`src/rtl/core/ubds_pkg.sv`:
```
// Package for the UART baud divisor selector: widths, constants, register map.
// No dependencies.
`timescale 1ns / 1ps

package ubds_pkg;

  localparam int CLK_W     = 27;
  localparam int BAUD_W    = 22;
  localparam int DIVISOR_W = 16;
  localparam int DIV_W     = 25;  // dividend / quotient width of the pipelined divider
  localparam int ERR_W     = 25;
  localparam int PROD_W    = ERR_W + 10;  // error scaled by 1000
  localparam int PADDR_W   = 3;
  localparam int PDATA_W   = 32;

  localparam logic [CLK_W-1:0] CLK_RESET = CLK_W'(40000000);
  localparam int ERR_SCALE = 1000;
  localparam int ERR_LIMIT = 25;

  // Register index of cycle_clock_hz (byte address 4*index).
  localparam logic [PADDR_W-3:0] REG_CLK = '0;

endpackage

```
`src/rtl/core/ubds_div.sv`:
```
// Pipelined restoring divider, one quotient bit per stage, DIV_W stages.
// Depends on ubds_pkg. Advances only when en is high.
`timescale 1ns / 1ps

module ubds_div (
  input  logic                       clk,
  input  logic                       en,
  input  logic [ubds_pkg::DIV_W-1:0]  num_in,
  input  logic [ubds_pkg::BAUD_W-1:0] den_in,
  output logic [ubds_pkg::DIV_W-1:0]  quo_out
);
  import ubds_pkg::*;

  logic [DIV_W-1:0]  num_r [1:DIV_W-1];
  logic [BAUD_W-1:0] den_r [1:DIV_W-1];
  logic [BAUD_W-1:0] rem_r [1:DIV_W-1];
  logic [DIV_W-1:0]  quo_r [1:DIV_W];

  for (genvar s = 0; s < DIV_W; s++) begin : g_stage
    logic [DIV_W-1:0]  num_p;
    logic [BAUD_W-1:0] den_p;
    logic [BAUD_W-1:0] rem_p;
    logic [DIV_W-1:0]  quo_p;
    logic [BAUD_W:0]   trial;
    logic [BAUD_W:0]   diff;
    logic              ge;

    if (s == 0) begin : g_first
      assign num_p = num_in;
      assign den_p = den_in;
      assign rem_p = '0;
      assign quo_p = '0;
    end else begin : g_rest
      assign num_p = num_r[s];
      assign den_p = den_r[s];
      assign rem_p = rem_r[s];
      assign quo_p = quo_r[s];
    end

    assign trial = {rem_p, num_p[DIV_W-1-s]};
    assign diff  = trial - {1'b0, den_p};
    assign ge    = trial >= {1'b0, den_p};

    always_ff @(posedge clk) begin
      if (en) begin
        quo_r[s+1] <= {quo_p[DIV_W-2:0], ge};
      end
    end

    // last stage only hands on the quotient
    if (s < DIV_W-1) begin : g_carry
      always_ff @(posedge clk) begin
        if (en) begin
          num_r[s+1] <= num_p;
          den_r[s+1] <= den_p;
          rem_r[s+1] <= ge ? diff[BAUD_W-1:0] : trial[BAUD_W-1:0];
        end
      end
    end
  end

  assign quo_out = quo_r[DIV_W];

endmodule

```
`config.mk`:
```
export PLATFORM = sky130hd
export DESIGN_NAME = ubds_div
export DESIGN_NICKNAME = d
export VERILOG_FILES = /design/src/rtl/core/ubds_pkg.sv /design/src/rtl/core/ubds_div.sv
export SDC_FILE = /design/constraint.sdc
export NUM_CORES = 2
export LEC_CHECK = 0
export ABC_AREA = 1
export BUFFER_PORTS_ARGS = -buffer_cell sky130_fd_sc_hd__buf_2
export CAP_MARGIN = 20
export CORE_MARGIN = 1
export CORE_UTILIZATION = 30
export DETAILED_ROUTE_END_ITERATION = 12
export GPL_TIMING_DRIVEN = 0
export MAX_ROUTING_LAYER = met4
export PLACE_DENSITY_LB_ADDON = 0.08
export SETUP_SLACK_MARGIN = 0.1
export SKIP_CTS_REPAIR_TIMING = 1
export SYNTH_ARGS = -nofsm -noshare
export SYNTH_HDL_FRONTEND = slang
export SYNTH_SLANG_ARGS = --single-unit
```
`constraint.sdc`:
```
create_clock -name clk -period 2.5 [get_ports clk]
set_input_delay 0.25 -clock clk [delete_from_list [all_inputs] [get_ports clk]]
set_output_delay 0.25 -clock clk [all_outputs]
set_load 0.02 [all_outputs]
```
# After elaboration in Yosys (flattened, before gate mapping)
# Memories as Yosys holds them, arrays and structs flattened.
# Cells that the tools add are included.
# totals
memories	4
out_inout_bits	25
mem_bits_rw	2281
wordCells	79
regBits	0
in_bits	49
# op_classes
magnitude_cmp	25
muxes	26
addsub	24
# memory_table
name	words	word_bits	read_ports	rd_clocked_by_memory_dff	write_ports	line	source
quo_r	25	25	25	0	25	ubds_div.sv:17	logic [DIV_W-1:0] quo_r [1:DIV_W];
num_r	24	25	24	0	24	ubds_div.sv:14	logic [DIV_W-1:0] num_r [1:DIV_W-1];
den_r	24	22	24	0	24	ubds_div.sv:15	logic [BAUD_W-1:0] den_r [1:DIV_W-1];
rem_r	24	22	24	0	24	ubds_div.sv:16	logic [BAUD_W-1:0] rem_r [1:DIV_W-1];
# op_table
operator	n
$ge 23x22->1	24
$mux 22	24
$sub 22x22->22	23
$ge 1x22->1	1
$sub 1x22->22	1
$mux 1	2

# Logic depth before layout (Yosys ltp)
# An unclocked memory read counts as a cell.
# logic_depth
ltp_word	3
mapped_depth	14
depth_no_buf	14

# Worst setup path before layout
# OpenSTA, ideal clock, no wires.
# synth_path
kind	reg-to-reg
startpoint	reg den_r[1][154] (netlist name)
endpoint	reg rem_r[1][188] (netlist name)
path_buffers	0
stages_incl_launch_ff	11
setup_ps	253
t_arrival_ps	1738
synth_period_minus_slack_ps	1992
required_time_ps	2247
slack_ps	508
cell_sequence	edfxtp_1 > ha_1 > fa_1 > o21ai_0 > nand2_1 > nand2_1 > nand2_1 > nand2_1 > nand2_1 > nand3_1 > nand2_1

==> results.cfg <==
[routing]
avgRoutedWirePerCell_um = 18.1
drtPass1Iterations = 12
route.vias.total = 73400
via_per_inst = 4.47
drtIter0Drc = 5141
routed_wl_um = 298000
ant_nets = 0
drc = 2

[outcome]
violations = design-rule violations, negative hold slack
status = finished with violations

[setup_path]
worstPathArrival_ns = 2.99
start_kind = flop
critPathKind = reg -> reg
path_max_fanout = 4
cp.required_ns = 3.09
r2r_start = num_r[0][96]
cp-startpoint = num_r[0][96]
end_kind = flop

[cts]
insertion_delay_ns = 0.94
cts_buffer_depth = 4
cts.sinks = 1681
cts_root_buf = clkbuf_16
h-tree-depth = 4
cts_tree = built
cts-buffers-inserted = 204
path_clk_slew_ns = 0.06

[floorplan]
core-area_um2 = 324000
fp.dieArea_um2 = 328000
dieWidth_um = 573
io_pins = 74
initial_utilization = 0.301
die_h_um = 573
rows = 209

[worst_hold_path]
worstHoldStart = en
hold_path.class = in -> reg

[synth]
synth-seq-area-share = 0.516
avgSynthCellArea_um2 = 8.61
syn_area_um2 = 97800
synth_seq_cells = 1681
synth_warnings = 0
yosysUniqueCellTypes = 43
synth_cells = 11400
synth_nets = 12000

[timing]
rsz0062_at_grt = yes
holdWs_ns = -0.137
setup_violations = 0
slew-limit-headroom = 0.346
drv_slew = 0
hold_viol = 33
fin_crit_sh = 0.960
skew_ns = 0.105
fmax_ghz = 0.417
tightest_slew_ns = 0.981
fin_crit_ns = 2.40

[grt]
grt_first_pass_wirelength_um = 438000
grt_util_all_layers = 0.179
antenna_found_initial = 8
grt_max_degree = 164
overflow = 0
grt_pass1_vias = 70300

[flow_run]
max_cap_viol_count = 0

[pwr]
ir_drop_mv = 0.601
p_leak_nw = 54.0
p_total_mw = 141
p_per_area_nw_per_um2 = 1210

[layout]
fill_cells = 33500
layout-area-overhead-vs-synth_pct = 19.4
drive_gt1_frac = 0.129
postLayoutCoreUtil = 0.360
fin_area_um2 = 117000
finalNetCount = 12500

[place]
port_buffers = 73
dp.final_hpwl_um = 231000
dpl-instance-area_um2 = 104000
gp_congestion = 0.883
## cells in the final DEF (no fill, tap or decap), drive strengths merged
master and n:
xor2 202, clkinvlp 15, and2 27, nor2 706
clkinv 78, a21boi 15, a211oi 2, or2 17
clkbuf 266, o21ai 239, nor3b 2, buf 394
nand3 979, nor3 90, o21bai 47, edfxtp 1681
nand2 3888, inv 2272, xnor2 5, dlygate4sd3 50
a21oi 289, ha 530, fa 23, bufinv 28
o2111ai 1, nand3b 130, diode 2, nor4 4
o21a 7, nand4 105
## cells in the mapped netlist, drive strengths merged
cell type | n | area share
a211oi | 2 | 0.00015
a21boi | 15 | 0.0012
a21oi | 289 | 0.015
and2 | 27 | 0.0017
buf | 107 | 0.011
clkinv | 1 | 0.000038
edfxtp | 1681 | 0.52
fa | 23 | 0.0047
ha | 530 | 0.068
inv | 2262 | 0.087
nand2 | 3888 | 0.15
nand3 | 979 | 0.052
nand3b | 130 | 0.010
nand4 | 102 | 0.0095
nor2 | 706 | 0.029
nor3 | 90 | 0.0050
nor3b | 2 | 0.00015
nor4 | 4 | 0.00026
o2111ai | 1 | 0.000090
o21a | 7 | 0.00054
o21ai | 239 | 0.015
o21bai | 47 | 0.0036
or2 | 17 | 0.0011
xnor2 | 5 | 0.00045
xor2 | 202 | 0.018
## report_power, final
part	total [mW]	switching (mW)	internal, mW
combinational	66.8	42.7	24.1
sequential	44.1	4.60	39.5
clock	30.4	12.4	18.0
## worst paths after layout
kind | end | slack [ns] | cells after the start
setup reg to reg | rem_r[0][104] | 0.1 | 12
hold reg to reg | num_r[0][164] | 0.39 | 0
hold / removal | num_r[0][42] | -0.14 | 1
setup / recovery | rem_r[0][104] | 0.1 | 12
## critical path, stage by stage (launching register included)
cell and delay [ns]:
edfxtp_1 0.50, inv_2 0.10, ha_1 0.16, inv_1 0.07, fa_2 0.37, nand3_1 0.14
nand3_4 0.13, nand2_1 0.10, nand3_2 0.14, nand2_2 0.14, nand3b_1 0.08, nand3_1 0.09
nand2_1 0.08
## state kept, by name, indices dropped and copies added, names as in the netlist
name	flops
den_r	528
rem_r	528
quo_r	325
num_r	300
## layer usage
metal,wire [µm],part of all wire,vias up,GRT usage
met3,10500,0.035,338,0.0165
met1,138000,0.46,34300,0.236
met4,6650,0.022,0,0.0397
met5,0,0,-,-
li1,-,-,37600,-
met2,142000,0.48,1261,0.298
## final cells by class
class | count | area, µm² | area share
multi-input combinational | 7308 | 41100 | 0.352
antenna | 2 | 5.00 | 0.0000429
tap | 4325 | 5410 | 0.0464
timing repair buffer | 360 | 3210 | 0.0275
clock inverter | 130 | 1540 | 0.0132
sequential | 1681 | 50500 | 0.433
buffer | 107 | 1190 | 0.0102
inverter | 2263 | 8500 | 0.0728
clock buffer | 243 | 5270 | 0.0452
## cell families after synthesis
logic type / count (synthesis) / synth area share
adder cells (fa/ha/maj): 553 / 0.0725
flip-flops: 1681 / 0.516
AO/OA/AOI/OAI: 600 / 0.0353
AND/OR/NAND/NOR: 5945 / 0.260
XOR/XNOR: 207 / 0.0185
buffers and inverters: 2370 / 0.0975
## through the flow
| stage | instances | setup TNS (ns) | hold slack [ns] | setup slack [ns] |
|---|---|---|---|---|
| 2_1_floorplan | 11400 | 0 | 0.349 | 0.508 |
| 5_1_grt | 16400 | -0.00438 | -0.102 | -0.00438 |
| 4_1_cts | 16100 | -75.36 | -0.632 | -0.484 |
| 3_3_place_gp | 15800 | - | 0.400 | -27.35 |
| 6_report | 16400 | 0 | -0.137 | 0.0999 |
| 3_5_place_dp | 15800 | -501.00 | 0.405 | -1.43 |
Power figures use the tool's default switching activity.
